## config.mk

```make
export PLATFORM = sky130hd
export DESIGN_NAME = center_spiral_scan_top
export DESIGN_NICKNAME = d
export VERILOG_FILES = /design/src/hw/rtl/css_pkg.sv /design/src/hw/rtl/center_spiral_scan_top.sv
export SDC_FILE = /design/constraint.sdc
export NUM_CORES = 1
export LEC_CHECK = 0
export BUFFER_PORTS_ARGS = -buffer_cell sky130_fd_sc_hd__buf_4
export CORE_MARGIN = 5
export CORE_UTILIZATION = 23
export CTS_CLUSTER_SIZE = 20
export DETAILED_ROUTE_END_ITERATION = 6
export PLACE_DENSITY_LB_ADDON = 0.25
export SETUP_SLACK_MARGIN = 0.15
export SYNTH_ARGS = -nofsm -noshare
export SYNTH_HDL_FRONTEND = slang
export SYNTH_SLANG_ARGS = --single-unit
```

## constraint.sdc

```tcl
create_clock -name clk -period 6.79 [get_ports clk]
set_clock_uncertainty 0.2 [all_clocks]
set_input_delay 0 -clock clk [delete_from_list [all_inputs] [get_ports clk]]
set_output_delay 0 -clock clk [all_outputs]
set_load 0.01 [all_outputs]
```

## src/hw/rtl/css_pkg.sv

```systemverilog
`default_nettype none
package css_pkg;

	localparam int MAX_SIDE    = 8;
	localparam int STORE_DEPTH = MAX_SIDE * MAX_SIDE;
	localparam int ADDR_W      = $clog2(STORE_DEPTH);
	localparam int SIZE_W      = 4;
	localparam int DIR_W       = 2;
	localparam int VALUE_W     = 8;
	localparam int COUNT_W     = 7;
	localparam int POS_W       = 5;
	localparam int CFG_INDEX_W = 1;
	localparam int CFG_DATA_W  = 4;

	typedef enum logic [CFG_INDEX_W-1:0] {
		REG_BOARD_SIZE      = 1'b0,
		REG_START_DIRECTION = 1'b1
	} cfg_reg_t;

	typedef enum logic [DIR_W-1:0] {
		DIR_LEFT  = 2'd0,
		DIR_UP    = 2'd1,
		DIR_RIGHT = 2'd2,
		DIR_DOWN  = 2'd3
	} dir_t;

	typedef enum logic {
		ST_LOAD = 1'b0,
		ST_WALK = 1'b1
	} state_t;

endpackage
`default_nettype wire

```

## src/hw/rtl/center_spiral_scan_top.sv

```systemverilog
// Loads an n by n byte matrix row-major, one element per request accepted while busy is low,
// into a 64-entry memory. The request that completes the matrix starts a spiral walk from the
// center cell; busy stays high during the walk. The walk reads one memory entry per cycle and
// each result appears in the cycle after its read as a single-cycle result_valid pulse, with
// last_of_walk set on the final one. The receiver cannot stall results, so it must take every
// pulse.
`default_nettype none
module center_spiral_scan_top (
	input  wire logic                            clk,
	input  wire logic                            arst_n,
	input  wire logic                            start,
	output logic                                 busy,
	input  wire logic [css_pkg::VALUE_W-1:0]     element_value,
	output logic                                 result_valid,
	output logic      [css_pkg::VALUE_W-1:0]     visited_value,
	output logic                                 last_of_walk,
	input  wire logic                            cfg_valid,
	output logic                                 cfg_ready,
	input  wire logic [css_pkg::CFG_INDEX_W-1:0] cfg_index,
	input  wire logic [css_pkg::CFG_DATA_W-1:0]  cfg_data
);
	import css_pkg::*;

	logic [VALUE_W-1:0] mem [STORE_DEPTH];

	state_t              state_q, state_d;
	logic [SIZE_W-1:0]   board_size_q;
	logic [DIR_W-1:0]    start_dir_q;
	logic [COUNT_W-1:0]  load_count_q;
	logic signed [POS_W-1:0] row_q, col_q, row_n, col_n;
	logic [DIR_W-1:0]    dir_q, dir_n;
	logic [SIZE_W-1:0]   round_q, round_n;
	logic                half_q, half_n;
	logic [2:0]          k_q, k_n;

	logic [SIZE_W-1:0]   n_side;
	logic [COUNT_W-1:0]  total;
	logic [COUNT_W-1:0]  lc_eff, lc_inc;
	logic                accept, load_done, cfg_we, walk_end;
	logic [COUNT_W-1:0]  rd_prod;
	logic [ADDR_W-1:0]   rd_addr;
	logic signed [POS_W-1:0] n_signed;

	logic                valid_s1, last_s1;
	logic [VALUE_W-1:0]  data_s1;

	assign cfg_ready = 1'b1;
	assign cfg_we    = cfg_valid && cfg_ready;
	assign busy      = (state_q == ST_WALK);
	assign accept    = start && !busy;

	always_comb begin
		if (board_size_q == '0) begin
			n_side = SIZE_W'(1);
		end else if (board_size_q > SIZE_W'(MAX_SIDE)) begin
			n_side = SIZE_W'(MAX_SIDE);
		end else begin
			n_side = board_size_q;
		end
	end

	assign total     = {3'b000, n_side} * {3'b000, n_side};
	assign lc_eff    = (load_count_q >= total) ? '0 : load_count_q;
	assign lc_inc    = lc_eff + COUNT_W'(1);
	assign load_done = accept && (lc_inc == total);
	assign n_signed  = $signed({1'b0, n_side});

	assign rd_prod = {4'b0000, row_q[2:0]} * {3'b000, n_side} + {4'b0000, col_q[2:0]};
	assign rd_addr = rd_prod[ADDR_W-1:0];

	always_comb begin
		row_n = row_q;
		col_n = col_q;
		case (dir_t'(dir_q))
			DIR_LEFT:  col_n = col_q - POS_W'(1);
			DIR_UP:    row_n = row_q - POS_W'(1);
			DIR_RIGHT: col_n = col_q + POS_W'(1);
			DIR_DOWN:  row_n = row_q + POS_W'(1);
			default:   row_n = row_q;
		endcase
		dir_n   = dir_q;
		round_n = round_q;
		half_n  = half_q;
		k_n     = k_q + 3'd1;
		if ({1'b0, k_q} == round_q) begin
			k_n   = '0;
			dir_n = dir_q + DIR_W'(1);
			if (half_q) begin
				half_n  = 1'b0;
				round_n = round_q + SIZE_W'(1);
			end else begin
				half_n = 1'b1;
			end
		end
		walk_end = (row_n < 0) || (col_n < 0) || (row_n >= n_signed) ||
			(col_n >= n_signed) || (round_n == n_side);
	end

	always_comb begin
		state_d = state_q;
		case (state_q)
			ST_LOAD: begin
				if (load_done) begin
					state_d = ST_WALK;
				end
			end
			ST_WALK: begin
				if (walk_end) begin
					state_d = ST_LOAD;
				end
			end
			default: state_d = ST_LOAD;
		endcase
	end

	always_ff @(posedge clk or negedge arst_n) begin
		if (!arst_n) begin
			state_q      <= ST_LOAD;
			board_size_q <= SIZE_W'(5);
			start_dir_q  <= DIR_LEFT;
			load_count_q <= '0;
			valid_s1     <= 1'b0;
			last_s1      <= 1'b0;
		end else begin
			state_q  <= state_d;
			valid_s1 <= busy;
			last_s1  <= busy && walk_end;
			if (cfg_we && cfg_index == REG_BOARD_SIZE) begin
				board_size_q <= cfg_data[SIZE_W-1:0];
				load_count_q <= '0;
			end else if (accept) begin
				load_count_q <= load_done ? '0 : lc_inc;
			end
			if (cfg_we && cfg_index == REG_START_DIRECTION) begin
				start_dir_q <= cfg_data[DIR_W-1:0];
			end
		end
	end

	always_ff @(posedge clk) begin
		if (load_done) begin
			row_q   <= $signed({2'b00, n_side[3:1]});
			col_q   <= $signed({2'b00, n_side[3:1]});
			dir_q   <= start_dir_q;
			round_q <= '0;
			half_q  <= 1'b0;
			k_q     <= '0;
		end else if (busy) begin
			row_q   <= row_n;
			col_q   <= col_n;
			dir_q   <= dir_n;
			round_q <= round_n;
			half_q  <= half_n;
			k_q     <= k_n;
		end
	end

	always_ff @(posedge clk) begin
		if (accept) begin
			mem[lc_eff[ADDR_W-1:0]] <= element_value;
		end
	end

	always_ff @(posedge clk) begin
		if (busy) begin
			data_s1 <= mem[rd_addr];
		end
	end

	assign result_valid  = valid_s1;
	assign visited_value = data_s1;
	assign last_of_walk  = last_s1;

endmodule
`default_nettype wire

```

**Word-level counts from Yosys, hierarchy flattened**

Memories as Yosys holds them, arrays and structs flattened. A register that Yosys moved wholly into a read port is not among the register bits.
Cells that the tools add are included.

- Bits in registers: 36
- Bits in writable memories: 512
- Output and inout bits: 12
- Logic and storage cells: 81
- Memories kept: 1

Memories:

| name | depth | width | read ports | clocked after memory_dff | wr ports | RTL line | source |
|---|---|---|---|---|---|---|---|
| mem | 64 | 8 | 1 | 1 | 1 | center_spiral_scan_top.sv:24 | `logic [VALUE_W-1:0] mem [STORE_DEPTH];` |

- Add/sub/neg operators: 9
- Multiply operators: 2
- Magnitude comparators: 6
- Equal/unequal tests: 6
- Muxes and demuxes: 24
- Bitwise operators: 2
- Reduce and logical (&&, ||, !) cells: 17

Operators by type and width:

| operator | number |
|---|---|
| 7-bit 2-to-1 mux | 4 |
| 5-bit one-hot mux with 2 select lines | 2 |
| 4-bit 2-to-1 mux | 4 |
| 3-bit 2-to-1 mux | 5 |
| 5-bit by 2-bit adder with 5-bit output, second input constant | 2 |
| 5-bit greater-or-equal comparator | 2 |
| 5-bit by 1-bit < comparator with 1-bit output, second input constant | 2 |
| 5-bit by 2-bit subtractor with 5-bit output, second input constant | 2 |
| 7-bit by 1-bit adder with 7-bit output, second input constant | 1 |
| 7-bit == test | 1 |
| 7-bit greater-or-equal comparator | 1 |
| 4-bit by 4-bit multiplier with 7-bit output | 1 |
| 6-bit by 3-bit adder with 6-bit output | 1 |
| 3-bit by 4-bit multiplier with 6-bit output | 1 |
| 2-bit 2-to-1 mux | 3 |
| 2-bit nonzero test | 3 |
| 1-bit logical AND | 5 |
| 1-bit 2-to-1 mux | 5 |
| 4-bit by 1-bit adder with 4-bit output, second input constant | 1 |
| 2-bit == test, second input constant | 2 |
| 3-bit by 4-bit == test with 1-bit output | 1 |
| 4-bit == test | 1 |
| 4-bit > comparator, second input constant | 1 |
| 4-bit logical NOT | 1 |
| 9 further kinds | 14 |

**Logic depth before layout (Yosys ltp)**

- Depth in word-level cells: 12
- Gate-level depth with buffers: 28

**Least setup slack after synthesis**

Ideal clock, no wire load.

- Path type: register to register
- Start point: register board_size_q[2]
- End point: register col_q[1] (data pin)
- Setup time: 0.260 ns
- Arrival: 5.307 ns
- Data required time: 6.330 ns
- Path slack: 1.023 ns
- Cell stages (with the launch flop): 25
- Path buffers: 3
- Period minus slack after synthesis: 5.767 ns
- Cells stage by stage: dfstp_2 nor2b_1 inv_1 nor2_1 and2_1 ha_1 nand4b_1 o311ai_0 inv_1 ha_1 nand2_1 nor4_2 or2_0 buf_2 buf_2 nor2_1 ha_1 and3_1 nand3_1 xor2_1 xor2_1 or4_4 a211oi_2 buf_6 mux2_2

- Longest elaborated chain between the ends: 10
- Elaborated cells on any way between the ends: 11
- Classes of those cells: 1 x add/sub; 1 x mul; 2 x order compare; 1 x eq/ne; 4 x mux; 2 x reduce/logical

Ends and longest elaborated chain:

| what | RTL line | source |
|---|---|---|
| start, declared | center_spiral_scan_top.sv:27 | `logic [SIZE_W-1:0] board_size_q;` |
| start signal, assigned | center_spiral_scan_top.sv:129 | `board_size_q <= cfg_data[SIZE_W-1:0];` |
| 4-bit > comparator | center_spiral_scan_top.sv:55 | `end else if (board_size_q > SIZE_W'(MAX_SIDE)) begin` |
| 4-bit 2-to-1 mux | center_spiral_scan_top.sv:55 |  |
| 4-bit 2-to-1 mux * | center_spiral_scan_top.sv:53 | `if (board_size_q == '0) begin` |
| 4-bit by 4-bit multiplier with 7-bit output | center_spiral_scan_top.sv:62 | `assign total = {3'b000, n_side} * {3'b000, n_side};` |
| 7-bit greater-or-equal comparator | center_spiral_scan_top.sv:63 | `assign lc_eff = (load_count_q >= total) ? '0 : load_count_q;` |
| 7-bit 2-to-1 mux | center_spiral_scan_top.sv:63 |  |
| 7-bit by 1-bit adder with 7-bit output | center_spiral_scan_top.sv:64 | `assign lc_inc = lc_eff + COUNT_W'(1);` |
| 7-bit == test | center_spiral_scan_top.sv:65 | `assign load_done = accept && (lc_inc == total);` |
| 1-bit logical AND | center_spiral_scan_top.sv:65 |  |
| 3-bit 2-to-1 mux * | center_spiral_scan_top.sv:141 | `if (load_done) begin` |
| end signal, assigned | center_spiral_scan_top.sv:143 | `col_q <= $signed({2'b00, n_side[3:1]});` |
| end signal, assigned | center_spiral_scan_top.sv:150 | `col_q <= col_n;` |
| end, declared | center_spiral_scan_top.sv:30 | `logic signed [POS_W-1:0] row_q, col_q, row_n, col_n;` |

Every way passes the cells marked *; elsewhere a longest branch is shown, timed or not.
A chain may end at the register's enable or synchronous reset.

**Worst setup path in the final report**

- Start point: register board_size_q[3]
- End point: register dir_q[1] (data pin)

- Longest elaborated chain between the ends: 10
- Elaborated cells on any way between the ends: 11
- Classes of those cells: 1 x add/sub; 1 x mul; 2 x order compare; 1 x eq/ne; 4 x mux; 2 x reduce/logical

Ends and longest elaborated chain:

| what | RTL line | source |
|---|---|---|
| 4-bit > comparator | center_spiral_scan_top.sv:55 |  |
| 4-bit 2-to-1 mux | center_spiral_scan_top.sv:55 |  |
| 4-bit 2-to-1 mux * | center_spiral_scan_top.sv:53 |  |
| 4-bit by 4-bit multiplier with 7-bit output * | center_spiral_scan_top.sv:62 |  |
| 7-bit greater-or-equal comparator | center_spiral_scan_top.sv:63 |  |
| 7-bit 2-to-1 mux | center_spiral_scan_top.sv:63 |  |
| 7-bit by 1-bit adder with 7-bit output | center_spiral_scan_top.sv:64 |  |
| 7-bit == test * | center_spiral_scan_top.sv:65 |  |
| 1-bit logical AND * | center_spiral_scan_top.sv:65 |  |
| 2-bit 2-to-1 mux * | center_spiral_scan_top.sv:141 |  |
| end signal, assigned | center_spiral_scan_top.sv:144 | `dir_q <= start_dir_q;` |
| end signal, assigned | center_spiral_scan_top.sv:151 | `dir_q <= dir_n;` |
| end, declared | center_spiral_scan_top.sv:31 | `logic [DIR_W-1:0] dir_q, dir_n;` |

Marks and branches as above.

==> flow_summary.ini <==
[place]
dpl_cell_area_sq_um = 25500
hpwl_um = 35200
dp.cells = 2586
io_buffers = 27
gp_congestion = 0.740

[critical_path]
r2r_cells = 23
cp.required_ns = 6.95
endpoint_kind = flip-flop
path_cells = nor2b_1, inv_1, nor2_1, and2_1, fa_1, a21o_1, a21oi_1, xnor2_1, ha_1, nand2_1, nor4_2, nor2_1, buf_4, and2_1, ha_1, and3_1, nand3_1, xor2_1, xor2_1, or4_4, a211oi_4, buf_4, mux2_1
r2r-end = dir_q[1]
cp-startpoint = board_size_q[3]
cp_data_arrival_time_ns = 6.32
ff2ff_setup_slack_ns = 0.63
crit_path_max_fanout = 19
crit_cells = 23
path_buf_inv = 3
worst_setup_path_start_kind = flip-flop
max_stage_delay_ns = 0.49
r2r-start = board_size_q[3]
slowest_stage = dfrtp_2
path_class = reg -> reg
critPathTopFamily = simple AND/OR/NAND/NOR gates
endpoint = dir_q[1]

[final_layout]
syn_to_final_growth_pct = 19.0
layout.cells.non_filler = 2721
fillers = 9992
final-seq-area_sq_um = 16500
layout.nets = 1378
multiInputGateArea_sq_um = 6460
drive_gt1_share_pct = 27.8
fin_area_sq_um = 27700

[sta]
finalHoldViolations = 0
final.setup.tns_ns = 0
slew_violations = 0
slew_headroom_pct = 30.7
setup_viol = 0
worstMarginPinSlew_ns = 1.04
rsz0062_at_grt = false
min_period_over_period_pct = 90.7
fmax_mhz = 162
min_period_ns = 6.16

[clock_tree]
post_cts_buffers = 0
clkLatencyLatePin_ns = 0.63
cts_tree = yes
numCtsBuffers = 59
path_clk_slew_ns = 0.07
root_buffer = clkbuf_16
clk_path_buf_depth = 3
clock-sinks = 556
htreeDepth = 2

[synthesis]
syn-cell-area_sq_um = 23300
synth_top_cell_by_area = edfxtp_1
yosys.area_share.simple_pct = 4.27
ys_types = 65
yosysTopAreaCellShare_pct = 68.1
synthTopCellsByArea = edfxtp_1, mux4_2, ha_1, nor2_1, dfrtp_1
ys_ff_latch = 556
synth_top_family_by_area = multiplexers
yosysSeqAreaShare_pct = 70.9
synth_compound_area_share_pct = 2.06
synth_xor_area_share_pct = 1.28
netlist_top_cells_count = edfxtp_1, mux4_2, nor2_1
yosys.area_share.adder_pct = 2.75
synthMuxAreaShare_pct = 17.1
synth-edff-count = 528
synthCells = 1193
avgSynthCellArea_sq_um = 19.5
postSynth.asyncResetShare_pct = 2.88
post-synth-top-count-cell = edfxtp_1
yosysWarnings = 0
synth_flop_cell = edfxtp_1

[floorplan]
core_sq_um = 100000
dieArea_sq_um = 108000
rows = 116
ioPinCount = 29
initial_core_util_pct = 23.2
die_h_um = 328
die_w_um = 328

[grt]
antenna_found_initial = 2
overflow = 0
grt_pass1_vias = 12152
grtUsageTotal_pct = 10.8
grt_max_degree = 65
grt_pass1_wl_um = 85400

[routing]
drc = 0
post_drt_via_cell_ratio = 4.25
drt_wl_total_um = 58700
wl_per_cell_um = 21.6
drtIter0Drc = 893
drtPass1Iterations = 5
vias = 11552
ant_nets = 0

[power_and_ir_drop]
p_leak_nw = 8.84
power_mw = 9.06
power_density_nw_per_um2 = 327
ir_drop_uv = 211

[min_path]
hp-class = in -> reg
whs_path_depth = 4

[flow_run]
cap_violations = 0

[outcome]
status = finished, final reports clean
[cells by family after synthesis]
family,Yosys count
flops,556
simple gates,209
mux,187
buf+inv,87
compound gates,71
fa+ha+maj,47
xor+xnor,34
other cells,2
[sequential cells by signal (all words and copies together), names as in the netlist]
signal         cells
start_dir_q        2
row_q              5
board_size_q       4
half_q             1
k_q                3
mem              512
busy               1
visited_value      8
round_q            4
col_q              5
last_of_walk       1
load_count_q       7
result_valid       1
dir_q              2
[worst min path at each step]
stage	from	endpoint	slack, ns
floorplan	arst_n	board_size_q[1]	-0.50
global placement	arst_n	last_of_walk	-0.31
detailed placement	arst_n	last_of_walk	-0.31
CTS	cfg_valid	start_dir_q[1]	0.05
global route	cfg_valid	start_dir_q[1]	0.10
finish	cfg_valid	start_dir_q[1]	0.10
[where the power goes]
group	internal (mW)	switching (mW)
clock	1.83	1.38
sequential	3.86	0.0809
combinational	0.874	1.04
total	6.57	2.49
[layout by cell type, fill, tap and decap left out, drive strengths merged, types with 3 or more instances in the layout]
| master | synthesis | layout |
|---|---|---|
| nand3 | 13 | 13 |
| edfxtp | 528 | 528 |
| fa | 7 | 7 |
| nand4 | 3 | 3 |
| clkinv | 2 | 30 |
| dfxtp | 12 | 12 |
| nor2 | 106 | 106 |
| mux2 | 10 | 10 |
| nand2b | 4 | 4 |
| and2 | 7 | 7 |
| nor3 | 9 | 9 |
| clkbuf | 34 | 72 |
| nand4b | 3 | 3 |
| conb | 2 | 3 |
| nor2b | 10 | 10 |
| ha | 40 | 40 |
| or3 | 5 | 5 |
| a2111oi | 3 | 3 |
| buf | 24 | 93 |
| mux2i | 9 | 9 |
| and3 | 5 | 5 |
| a31oi | 4 | 4 |
| a21oi | 24 | 24 |
| xor2 | 14 | 14 |
| dfrtp | 14 | 14 |
| dlygate4sd3 | 0 | 24 |
| mux4 | 168 | 168 |
| o21ai | 17 | 17 |
| a21o | 9 | 9 |
| xnor2 | 20 | 20 |
| inv | 27 | 30 |
| bufinv | 0 | 6 |
| nor4 | 5 | 5 |
| nand2 | 30 | 30 |
[metrics by stage]
step	worst slack [ns]	hold WS, ns	util (%)
floorplan	1.02	-0.496	-
global placement	0.552	-0.313	25.4
detailed placement	0.355	-0.308	25.4
CTS	0.295	0.0476	27.6
global route	0.147	0.103	27.6
finish	0.631	0.100	27.6
[area by class of cell]
type,count,share of cell area [%]
Clock inverter,38,1.42
Sequential cell,556,59.6
Inverter,29,0.393
Tap cell,1357,6.13
Antenna cell,1,0.00904
Multi-Input combinational cell,551,23.3
Timing Repair Buffer,117,3.61
Clock buffer,72,5.51
[worst register-to-register path, delay by kind of cell, from the launching register on]
family          cells  cell delay (ns)
compound gates      3             0.67
xor+xnor            3             0.59
fa+ha+maj           3             1.06
buf+inv             3             0.65
flops               1             0.49
mux                 1             0.37
simple gates       10             1.91
[routing by layer]
layer | up-vias | global-route usage [%] | wire length, um | share of wire [%]
met5 | - | 0 | 0 | 0
met2 | 276 | 16.8 | 27000 | 46
li1 | 5074 | - | - | -
met3 | 87 | 2.09 | 2890 | 4.9
met1 | 6115 | 15.4 | 27400 | 47
met4 | 0 | 2.86 | 1410 | 2.4
[what timing repair did]
action,4_1_cts,5_1_grt
endpoints found under the setup margin,0,27
gates resized for setup,0,3
endpoints found under the hold margin,541,0
hold buffers,24,0
Power figures use the tool's default switching activity.
